<file path="src/sv/utf8_validating_decoder_macros.svh">
// Assertion macros shared by the decoder RTL.
`ifndef UTF8_VALIDATING_DECODER_MACROS_SVH
`define UTF8_VALIDATING_DECODER_MACROS_SVH

`ifndef NO_ASSERTIONS
// Same-cycle implication, checked on clk, off during reset.
`define UVD_ASSERT_IMPL(lbl, ante, cons, msg) \
	lbl: assert property (@(posedge clk) disable iff (!arst_n) (ante) |-> (cons)) \
		else $error(msg);
// Next-cycle implication, checked on clk, off during reset.
`define UVD_ASSERT_NEXT(lbl, ante, cons, msg) \
	lbl: assert property (@(posedge clk) disable iff (!arst_n) (ante) |=> (cons)) \
		else $error(msg);
`else
`define UVD_ASSERT_IMPL(lbl, ante, cons, msg)
`define UVD_ASSERT_NEXT(lbl, ante, cons, msg)
`endif

`endif

</file>
<file path="src/sv/utf8vd_pkg.sv">
// Shared types and constants of the UTF-8 validating decoder.
`timescale 1ns / 1ps
package utf8vd_pkg;

	localparam int QDEPTH = 4;
	localparam int QPTR_W = $clog2(QDEPTH);

	localparam logic [20:0] REPL_CHAR = 21'h00FFFD;

	localparam logic [7:0] LEAD_E0 = 8'hE0;
	localparam logic [7:0] LEAD_ED = 8'hED;
	localparam logic [7:0] LEAD_F0 = 8'hF0;
	localparam logic [7:0] LEAD_F4 = 8'hF4;

	// Work for one accepted byte: replacements for a flushed sequence, then
	// at most one trailing result.
	typedef struct packed {
		logic [1:0]  n_repl;
		logic        has_tail;
		logic [20:0] tail_cp;
		logic        tail_rep;
		logic [2:0]  tail_cnt;
	} job_t;

endpackage

</file>
<file path="src/sv/utf8vd_front.sv">
// Front end: accepts bytes, tracks the open sequence and classifies each beat into a job.
`timescale 1ns / 1ps
module utf8vd_front (
	input  logic               clk,
	input  logic               arst_n,
	input  logic               accept,
	input  logic [7:0]         data_byte,
	input  logic               end_of_input,
	output logic               job_valid,
	output utf8vd_pkg::job_t   job
);
	import utf8vd_pkg::*;

	logic [1:0]  pend_q, pend_d;
	logic [2:0]  exp_q, exp_d;
	logic [7:0]  lead_q, lead_d;
	logic [20:0] part_q, part_d;

	logic        cont_ok;
	logic [1:0]  pend_inc;
	logic [20:0] part_shift;

	always_ff @(posedge clk or negedge arst_n) begin
		if (!arst_n) begin
			pend_q <= '0;
			exp_q  <= '0;
			lead_q <= '0;
			part_q <= '0;
		end else if (accept) begin
			pend_q <= pend_d;
			exp_q  <= exp_d;
			lead_q <= lead_d;
			part_q <= part_d;
		end
	end

	always_comb begin
		pend_inc   = pend_q + 2'd1;
		part_shift = {part_q[14:0], data_byte[5:0]};
		cont_ok    = (data_byte[7:6] == 2'b10);
		if (pend_q == 2'd1) begin
			case (lead_q)
				LEAD_E0: cont_ok = cont_ok && (data_byte >= 8'hA0);
				LEAD_ED: cont_ok = cont_ok && (data_byte < 8'hA0);
				LEAD_F0: cont_ok = cont_ok && (data_byte >= 8'h90);
				LEAD_F4: cont_ok = cont_ok && (data_byte <= 8'h8F);
				default: ;
			endcase
		end

		pend_d       = pend_q;
		exp_d        = exp_q;
		lead_d       = lead_q;
		part_d       = part_q;
		job.n_repl   = 2'd0;
		job.has_tail = 1'b0;
		job.tail_cp  = REPL_CHAR;
		job.tail_rep = 1'b1;
		job.tail_cnt = 3'd1;

		if (end_of_input) begin
			// flush whatever is buffered
			job.n_repl = pend_q;
			pend_d     = '0;
			exp_d      = '0;
			lead_d     = '0;
			part_d     = '0;
		end else if (pend_q != 2'd0 && cont_ok) begin
			if ({1'b0, pend_inc} == exp_q || pend_inc == 2'd0) begin
				job.has_tail = 1'b1;
				job.tail_cp  = part_shift;
				job.tail_rep = 1'b0;
				job.tail_cnt = exp_q;
				pend_d       = '0;
				exp_d        = '0;
				lead_d       = '0;
				part_d       = '0;
			end else begin
				pend_d = pend_inc;
				part_d = part_shift;
			end
		end else begin
			// drop the open sequence, then decode the byte afresh
			job.n_repl = pend_q;
			pend_d     = '0;
			exp_d      = '0;
			lead_d     = '0;
			part_d     = '0;
			if (data_byte inside {[8'h00:8'h7F]}) begin
				job.has_tail = 1'b1;
				job.tail_cp  = {13'd0, data_byte};
				job.tail_rep = 1'b0;
			end else if (data_byte inside {[8'hC2:8'hDF]}) begin
				lead_d = data_byte;
				part_d = {16'd0, data_byte[4:0]};
				exp_d  = 3'd2;
				pend_d = 2'd1;
			end else if (data_byte inside {[8'hE0:8'hEF]}) begin
				lead_d = data_byte;
				part_d = {17'd0, data_byte[3:0]};
				exp_d  = 3'd3;
				pend_d = 2'd1;
			end else if (data_byte inside {[8'hF0:8'hF4]}) begin
				lead_d = data_byte;
				part_d = {18'd0, data_byte[2:0]};
				exp_d  = 3'd4;
				pend_d = 2'd1;
			end else begin
				job.has_tail = 1'b1;
			end
		end
		job_valid = accept && (job.has_tail || job.n_repl != 2'd0);
	end

endmodule

</file>
<file path="src/sv/utf8vd_queue.sv">
// Short job queue between the front and back ends.
`timescale 1ns / 1ps
`include "utf8_validating_decoder_macros.svh"
module utf8vd_queue (
	input  logic             clk,
	input  logic             arst_n,
	input  logic             push,
	input  utf8vd_pkg::job_t push_job,
	output logic             full,
	input  logic             pop,
	output logic             head_valid,
	output utf8vd_pkg::job_t head_job
);
	import utf8vd_pkg::*;

	job_t              entry_q [QDEPTH];
	logic [QPTR_W-1:0] wr_ptr_q, rd_ptr_q;
	logic [QPTR_W:0]   cnt_q;

	assign full       = (cnt_q == (QPTR_W+1)'(QDEPTH));
	assign head_valid = (cnt_q != '0);
	assign head_job   = entry_q[rd_ptr_q];

	always_ff @(posedge clk) begin
		if (push) begin
			entry_q[wr_ptr_q] <= push_job;
		end
	end

	always_ff @(posedge clk or negedge arst_n) begin
		if (!arst_n) begin
			wr_ptr_q <= '0;
			rd_ptr_q <= '0;
			cnt_q    <= '0;
		end else begin
			if (push) begin
				wr_ptr_q <= wr_ptr_q + 1'b1;
			end
			if (pop) begin
				rd_ptr_q <= rd_ptr_q + 1'b1;
			end
			case ({push, pop})
				2'b10:   cnt_q <= cnt_q + 1'b1;
				2'b01:   cnt_q <= cnt_q - 1'b1;
				default: ;
			endcase
		end
	end

	`UVD_ASSERT_IMPL(a_no_push_full, full, !push, "job pushed into a full queue")
	`UVD_ASSERT_IMPL(a_no_pop_empty, !head_valid, !pop, "job popped from an empty queue")
endmodule

</file>
<file path="src/sv/utf8vd_back.sv">
// Back end: expands each queued job into result beats.
`timescale 1ns / 1ps
`include "utf8_validating_decoder_macros.svh"
module utf8vd_back (
	input  logic             clk,
	input  logic             arst_n,
	input  logic             head_valid,
	input  utf8vd_pkg::job_t head_job,
	output logic             pop,
	output logic             m_tvalid,
	input  logic             m_tready,
	output logic [23:0]      m_tdata,
	output logic             m_tuser,
	output logic             m_tlast
);
	import utf8vd_pkg::*;

	logic [1:0]  idx_q;
	logic [2:0]  total;
	logic        in_repl;
	logic [20:0] cp;
	logic [2:0]  cnt;

	always_comb begin
		total    = {1'b0, head_job.n_repl} + {2'b00, head_job.has_tail};
		in_repl  = (idx_q < head_job.n_repl);
		cp       = in_repl ? REPL_CHAR : head_job.tail_cp;
		cnt      = in_repl ? 3'd1 : head_job.tail_cnt;
		m_tuser  = in_repl ? 1'b1 : head_job.tail_rep;
		m_tlast  = (({1'b0, idx_q} + 3'd1) == total);
		m_tdata  = {cnt, cp};
		m_tvalid = head_valid;
		pop      = head_valid && m_tready && m_tlast;
	end

	always_ff @(posedge clk or negedge arst_n) begin
		if (!arst_n) begin
			idx_q <= '0;
		end else if (m_tvalid && m_tready) begin
			idx_q <= m_tlast ? 2'd0 : idx_q + 2'd1;
		end
	end

	`UVD_ASSERT_IMPL(a_job_nonempty, m_tvalid, total != 3'd0, "queued job holds no result")
	`UVD_ASSERT_NEXT(a_idx_clear, m_tvalid && m_tready && m_tlast, idx_q == 2'd0,
		"result index not cleared after last beat")
endmodule

</file>
<file path="src/sv/utf8_validating_decoder.sv">
// Top level of the UTF-8 validating decoder.
//
// Usage:
//   Slave stream s_*: one beat per raw byte. s_tdata[7:0] carries the byte;
//   s_tlast marks end of input, in which case the byte is ignored and any
//   open sequence is flushed as replacement characters.
//   Master stream m_*: one beat per decoded result. m_tdata[20:0] is the code
//   point, m_tdata[23:21] the number of input bytes it stands for, m_tuser
//   flags a U+FFFD replacement and m_tlast marks the final result of a byte.
//   A completing byte's result is registered in the job queue first.
//   Throughput: one byte per cycle while each byte gives at most one result
//   and m_tready stays high; a byte that breaks a sequence gives up to four
//   beats, one per ready cycle, set by the back end's single result port.
//   Reset clears the open sequence and empties the four-entry job queue.
//   When the receiver stalls, the queue absorbs up to four jobs before
//   s_tready falls; bytes that give no result never occupy it.
`timescale 1ns / 1ps
module utf8_validating_decoder (
	input  logic        clk,
	input  logic        arst_n,
	input  logic        s_tvalid,
	output logic        s_tready,
	input  logic [7:0]  s_tdata,   // [7:0] data_byte
	input  logic        s_tlast,   // end_of_input
	output logic        m_tvalid,
	input  logic        m_tready,
	output logic [23:0] m_tdata,   // [20:0] code_point, [23:21] byte_count
	output logic        m_tuser,   // [0] replaced
	output logic        m_tlast    // last result of the input beat
);
	import utf8vd_pkg::*;

	logic accept;
	logic q_full;
	logic job_valid;
	job_t job;
	logic head_valid;
	job_t head_job;
	logic pop;

	// Hold off input only when there is no room for a further job.
	assign s_tready = !q_full;
	assign accept   = s_tvalid && s_tready;

	// Classify each byte and advance the sequence state.
	utf8vd_front u_front (
		.clk          (clk),
		.arst_n       (arst_n),
		.accept       (accept),
		.data_byte    (s_tdata),
		.end_of_input (s_tlast),
		.job_valid    (job_valid),
		.job          (job)
	);

	// Decouple classification from result delivery.
	utf8vd_queue u_queue (
		.clk        (clk),
		.arst_n     (arst_n),
		.push       (job_valid),
		.push_job   (job),
		.full       (q_full),
		.pop        (pop),
		.head_valid (head_valid),
		.head_job   (head_job)
	);

	// Expand each job into one beat per result.
	utf8vd_back u_back (
		.clk        (clk),
		.arst_n     (arst_n),
		.head_valid (head_valid),
		.head_job   (head_job),
		.pop        (pop),
		.m_tvalid   (m_tvalid),
		.m_tready   (m_tready),
		.m_tdata    (m_tdata),
		.m_tuser    (m_tuser),
		.m_tlast    (m_tlast)
	);

endmodule

</file>
<file path="config.mk">
export PLATFORM = sky130hd
export DESIGN_NAME = utf8_validating_decoder
export DESIGN_NICKNAME = d
export VERILOG_FILES = /design/src/sv/utf8vd_pkg.sv /design/src/sv/utf8vd_front.sv /design/src/sv/utf8vd_queue.sv /design/src/sv/utf8vd_back.sv /design/src/sv/utf8_validating_decoder.sv
export VERILOG_INCLUDE_DIRS = /design/src /design/src/sv
export SDC_FILE = /design/constraint.sdc
export NUM_CORES = 1
export LEC_CHECK = 0
export BUFFER_PORTS_ARGS = -buffer_cell sky130_fd_sc_hd__buf_2
export CAP_MARGIN = 30
export CORE_AREA = 8 8 150 152
export CTS_CLUSTER_SIZE = 14
export DETAILED_ROUTE_END_ITERATION = 8
export DIE_AREA = 0 0 158 160
export SLEW_MARGIN = 0
export SYNTH_ARGS = -nofsm -noshare
export SYNTH_HDL_FRONTEND = slang
export SYNTH_SLANG_ARGS = --single-unit
</file>
<file path="constraint.sdc">
create_clock -name clk -period 6.4 [get_ports clk]
set_input_delay 0.96 -clock clk [delete_from_list [all_inputs] [get_ports clk]]
set_output_delay 0.96 -clock clk [all_outputs]
set_load 0.02 [all_outputs]
</file>
Word level (Yosys, flattened, before mapping)
Memories as Yosys holds them, arrays and structs flattened.
Index checks and enable logic that the tools add are counted.
Widths: inputs -> output; s select.
{"block": "classes", "muxes": 48, "eq_ne": 12, "n_reduce_logical": 22, "addsub": 8, "order_cmp": 13}
{"op": "$mux 15", "n": 5}
{"op": "$mux 8", "n": 7}
{"op": "$mux 26", "n": 2}
{"op": "$ge 8x8->1 const B", "n": 5}
{"op": "$eq 8x8->1 const B", "n": 4}
{"op": "$le 8x8->1 const B", "n": 4}
{"op": "$mux 3", "n": 10}
{"op": "$mux 23", "n": 1}
{"op": "$mux 21", "n": 1}
{"op": "$mux 2", "n": 9}
{"op": "$mux 17", "n": 1}
{"op": "$logic_and 1x1->1", "n": 13}
{"op": "$mux 1", "n": 9}
{"op": "$add 2x1->2 const B", "n": 4}
{"op": "$ge 8x1->1 const B", "n": 1}
{"op": "$le 8x7->1 const B", "n": 1}
{"op": "$lt 8x8->1 const B", "n": 1}
{"op": "$pmux 3 s2", "n": 1}
{"op": "$reduce_bool 2->1", "n": 3}
{"op": "$eq 2x1->1 const B", "n": 2}
{"op": "$eq 2x2->1 const B", "n": 2}
{"op": "$mux 4", "n": 1}
{"op": "$pmux 1 s4", "n": 1}
{"op": "$add 2x1->3", "n": 1}
{"op": "other kinds (13)", "n": 14}
{"block": "word_totals", "word_cells": 112, "ramBits": 112, "input_bits": 13, "register_bits": 37, "output_inout_bits": 28, "memories": 1}
{"name": "u_queue.entry_q", "words": 4, "width": 28, "read_ports": 1, "rd_ports_with_merged_regs": 0, "wr": 1, "line_no": "utf8vd_queue.sv:16", "source": "job_t entry_q [QDEPTH];"}

Longest topological paths before layout
{"block": "logic_depth", "word_depth": 12, "depth_mapped": 15, "mapped_depth_nobuf": 14}

Modules after synthesis
From an unflattened synthesis, not the netlist that was laid out.
{"block": "unflattened", "cells_unflattened": 418, "hier_area_um2": 6562.5}
{"module": "utf8vd_queue", "area_per_inst_um2": 4433.0, "instances": 1, "seq_area_each_um2": 3538.4, "cells_each": 179}
{"module": "utf8vd_front", "area_per_inst_um2": 1720.4, "instances": 1, "seq_area_each_um2": 700.7, "cells_each": 188}
{"module": "utf8vd_back", "area_per_inst_um2": 399.1, "instances": 1, "seq_area_each_um2": 50.0, "cells_each": 49}
{"module": "utf8_validating_decoder", "area_per_inst_um2": 10.0, "instances": 1, "seq_area_each_um2": 0.0, "cells_each": 2}

Worst setup path before layout
OpenSTA, ideal clock, no wires.
{"block": "synth_timing", "kind": "reg-to-reg", "start": "register u_queue.rd_ptr_q[0]", "end": "register u_queue.cnt_q[2]", "setup_ns": 0.079, "period_less_slack_ns": 4.205, "path_buffers": 2, "slack_ns": 2.195, "arrival_ns": 4.126, "path_stages_with_launch": 16, "cell_sequence": "dfrtp_1 -> buf_2 -> buf_2 -> mux4_2 -> ha_1 -> ha_1 -> xor2_1 -> nor3_1 -> inv_1 -> nor2_1 -> ha_1 -> inv_1 -> fa_1 -> xor2_1 -> nor2_1 -> xor2_1"}
{"block": "synth_via", "elab_chain_len": 6, "word_cells_on_any_way": 8, "cone_classes": "1 x add/sub; 3 x eq/ne; 1 x mux; 2 x reduce/logical; 1 x memory"}
{"element": "start, declared", "line_no": "utf8vd_queue.sv:17", "source": "logic [QPTR_W-1:0] wr_ptr_q, rd_ptr_q;"}
{"element": "start signal, assigned", "line_no": "utf8vd_queue.sv:40", "source": "rd_ptr_q <= rd_ptr_q + 1'b1;"}
{"element": "$mem_v2 4x28 *"}
{"element": "$add 2x1->3 *", "line_no": "utf8vd_back.sv:25", "source": "total = {1'b0, head_job.n_repl} + {2'b00, head_job.has_tail};"}
{"element": "$eq 3x3->1 *", "line_no": "utf8vd_back.sv:30", "source": "m_tlast = (({1'b0, idx_q} + 3'd1) == total);"}
{"element": "net m_tlast", "line_no": "utf8_validating_decoder.sv:29", "source": "output logic m_tlast"}
{"element": "$logic_and 1x1->1 *", "line_no": "utf8vd_back.sv:33", "source": "pop = head_valid && m_tready && m_tlast;"}
{"element": "net pop", "line_no": "utf8_validating_decoder.sv:39", "source": "logic pop;"}
{"element": "$eq 2x1->1 / $eq 2x2->1 (equally long branches)", "line_no": "utf8vd_queue.sv:42", "source": "case ({push, pop})"}
{"element": "$pmux 3 s2 / $reduce_bool 2->1 (equally long branches)"}
{"element": "end signal, assigned", "line_no": "utf8vd_queue.sv:43", "source": "2'b10: cnt_q <= cnt_q + 1'b1;"}
{"element": "end signal, assigned", "line_no": "utf8vd_queue.sv:44", "source": "2'b01: cnt_q <= cnt_q - 1'b1;"}
{"element": "end, declared", "line_no": "utf8vd_queue.sv:18", "source": "logic [QPTR_W:0] cnt_q;"}
Mark *: on every way through the listed nets, which the timed path passes. The rest lies on a longest branch.
A chain may end at the register's enable or synchronous reset.

Worst setup path after layout
{"block": "layout_timing", "start": "register u_queue.rd_ptr_q[0]", "end": "output port m_tdata[0]"}
{"block": "layout_via", "elab_chain_len": 3}
{"element": "$mem_v2 4x28 *"}
{"element": "$lt 2x2->1", "line_no": "utf8vd_back.sv:26", "source": "in_repl = (idx_q < head_job.n_repl);"}
{"element": "$mux 21 *", "line_no": "utf8vd_back.sv:27", "source": "cp = in_repl ? REPL_CHAR : head_job.tail_cp;"}
{"element": "end, declared", "line_no": "utf8_validating_decoder.sv:27", "source": "output logic [23:0] m_tdata,"}
Every way passes the cells marked *; elsewhere a longest branch is shown, timed or not.

==> results.yml <==
status:
  status: "complete, no violations"
worst_setup_path:
  path_cells: "mux4_2 -> inv_1 -> ha_1 -> a21oi_2 -> or2_2 -> buf_2"
  worstPathArrival_ns: 2.81
  crit_required_ns: 5.44
  critPathKind: "register to output pin"
  slowest_stage: "a21oi_2"
  startpoint_type: "register"
  crit_start: "u_queue.rd_ptr_q[0]"
  r2r_start: "u_queue.rd_ptr_q[0]"
  worstSetupEndpointType: "output pin"
  critPathMaxStageDelay_ns: 0.72
  cp_max_fo: 25
yosys:
  yosys.cell_count.top_type: "edfxtp_1"
  synthCells: 402
  yosysTopAreaCellShare: 0.520
  syn_area_per_cell_um2: 16.1
  syn_area_um2: 6470
  yosysSeqAreaShare: 0.663
  ys_ff_latch: 149
  ys_types: 47
  yosysWarnings: 0
  async_flop_share: 0.248
  synth-edff-count: 112
  syn_nets: 428
  ys.flop_type: "edfxtp_1"
  synth_top_area_cell: "edfxtp_1"
  synthTopCellsByCount: "112 x edfxtp_1, 37 x dfrtp_1, 28 x mux4_2"
  ys_top_cells_by_area: "edfxtp_1 52%, dfrtp_1 14%, mux4_2 9.7%"
drt:
  wl_per_cell_um: 17.7
  drtIter0Drc: 208
  routed_via_density: 4.85
  remaining_drc_errors: 0
  postRouteAntennaNets: 0
  drt_wl_total_um: 12900
  detail_route.first_pass.iterations: 4
  num_vias: 3530
clocking:
  cts_resized: 0
  clk_latency_ns: 0.42
  cts_setup_buffers: 0
  cts_inserted_buffers: 17
  cts_num_sinks: 149
  cts-root-buf: "clkbuf_16"
  clkTransAtPathRegs_ns: 0.06
  cts_tree: "yes"
  cts_hold_buf: 0
  clock_path_buffers: 2
  ctsHtreeMaxLevel: 4
place:
  gp_congestion: 0.784
  hpwlAfterDp_um: 8400
  io_buffers: 40
  dp.cells: 696
  placed_cell_area_um2: 6960
grt:
  grt_max_degree: 38
  grt_overflow_total: 0
  grt_antenna_before_repair: 0
  grt_pass1_vias: 3663
  grt_use_total: 0.108
  grt_pass1_wl_um: 20700
cells_and_area:
  layoutNonFillerInstCount: 728
  fin_area_um2: 7560
  drive_above_1_share: 0.303
  finalNetCount: 471
  num_antenna_cells: 0
  areaGrowthSynthToFinish_pct: 16.8
min_path:
  min_path_type: "register to register"
  min_from: "u_front.lead_q[6]"
floorplanning:
  pin_count: 41
  core_um2: 20000
  fp.dieH_um: 160
  initial_core_util: 0.323
  die_x_um: 158
  die_area_um2: 25300
  rows: 52
sta:
  finalHoldViolCount: 0
  drv_slew: 0
  rsz0062_at_grt: "false"
  setup_violations: 0
  period_needed_ns: 3.77
  worstMarginPinSlew_ns: 0.911
  tns_ns: 0
  maxSlewHeadroom: 0.393
  skew_ns: 0.0121
  fmax_mhz: 265
  post-route-period-util: 0.589
flow_run:
  drv_cap: 0
pwr:
  p_per_area_nw_per_um2: 436
  finalPower_w: 0.00330
  power.leakage_nw: 2.69
  ir_worst_vdd_mv: 0.194
-- final timing paths --
path | endpoint | slack (ns) | cells past startpoint
min | u_front.lead_q[6] | 0.49 | 1
max in group asynchronous | u_queue.rd_ptr_q[0] | 5.12 | 1
min reg2reg | u_front.lead_q[6] | 0.49 | 1
max | m_tdata[0] | 2.63 | 6
max reg2reg | u_queue.cnt_q[2] | 2.87 | 13
min in group asynchronous | u_front.exp_q[2] | 0.67 | 1
-- where the power goes --
part,internal (W),total [W],switching (W)
sequential,0.00116,0.00122,0.0000562
clock,0.000585,0.000993,0.000409
combinational,0.000452,0.00108,0.000632
total,0.00220,0.00330,0.00110
-- worst max-delay path: cells and delay by family (launching register included) --
| family | cells | cell delay (ns) |
|---|---|---|
| AOI/OAI and AO/OA | 1 | 0.72 |
| adders and majority gates | 1 | 0.23 |
| buffers and inverters | 2 | 0.23 |
| muxes | 1 | 0.54 |
| and+or+nand+nor | 1 | 0.24 |
| DFF | 1 | 0.42 |
-- cell type report --
cell class | count | area (um^2)
clock inverters | 15 | 170
multi-input cells | 221 | 2060
fillers | 1920 | 12500
clock buffers | 17 | 425
flip-flops and latches | 149 | 4290
repair buffers | 43 | 223
inverters | 13 | 48.8
well taps | 270 | 338
-- routing by layer --
| metal | GRT usage | up-vias | part of all wire |
|---|---|---|---|
| li1 | - | 1637 | - |
| met1 | 0.141 | 1811 | 0.47 |
| met2 | 0.168 | 66 | 0.48 |
| met3 | 0.0270 | 16 | 0.036 |
| met4 | 0.0433 | 0 | 0.013 |
| met5 | 0 | - | 0 |
-- metrics by stage --
stage,setup WS (ns),util,hold slack (ns)
after detailed placement,2.71,0.347,0.474
after global placement,2.82,0.347,0.461
after floorplan,2.19,-,0.448
after global routing,2.32,0.377,0.506
after CTS,2.46,0.377,0.489
final,2.63,0.377,0.487
-- registers in the layout (all words and copies together) (netlist names) --
name              flops
u_front.lead_q        8
u_front.pend_q        2
u_queue.rd_ptr_q      2
u_front.exp_q         3
u_queue.cnt_q         3
u_queue.wr_ptr_q      2
u_back.idx_q          2
u_queue.entry_q     112
u_front.part_q       15
-- cells by family after synthesis --
family	count (synthesis)	synth area share
multiplexers	29	0.0998
XOR/XNOR	11	0.0149
flip-flops	149	0.663
AO/OA/AOI/OAI	69	0.0892
AND/OR/NAND/NOR	99	0.0870
adder cells (fa/ha/maj)	13	0.0263
buffers and inverters	32	0.0199
-- cell usage in the layout, fill, tap and decap left out, types with 8 or more instances in the layout --
cell type	instances
edfxtp_1	112
buf_2	40
dfrtp_1	36
mux4_2	28
a22o_1	20
nand2b_1	19
or2_2	17
clkbuf_16	17
inv_1	13
nor2_1	13
nand2_1	13
ha_1	12
o31ai_1	11
nor2b_1	9
and2_1	9
o21ai_0	8
No activity file was read; power rests on OpenSTA's default activity.
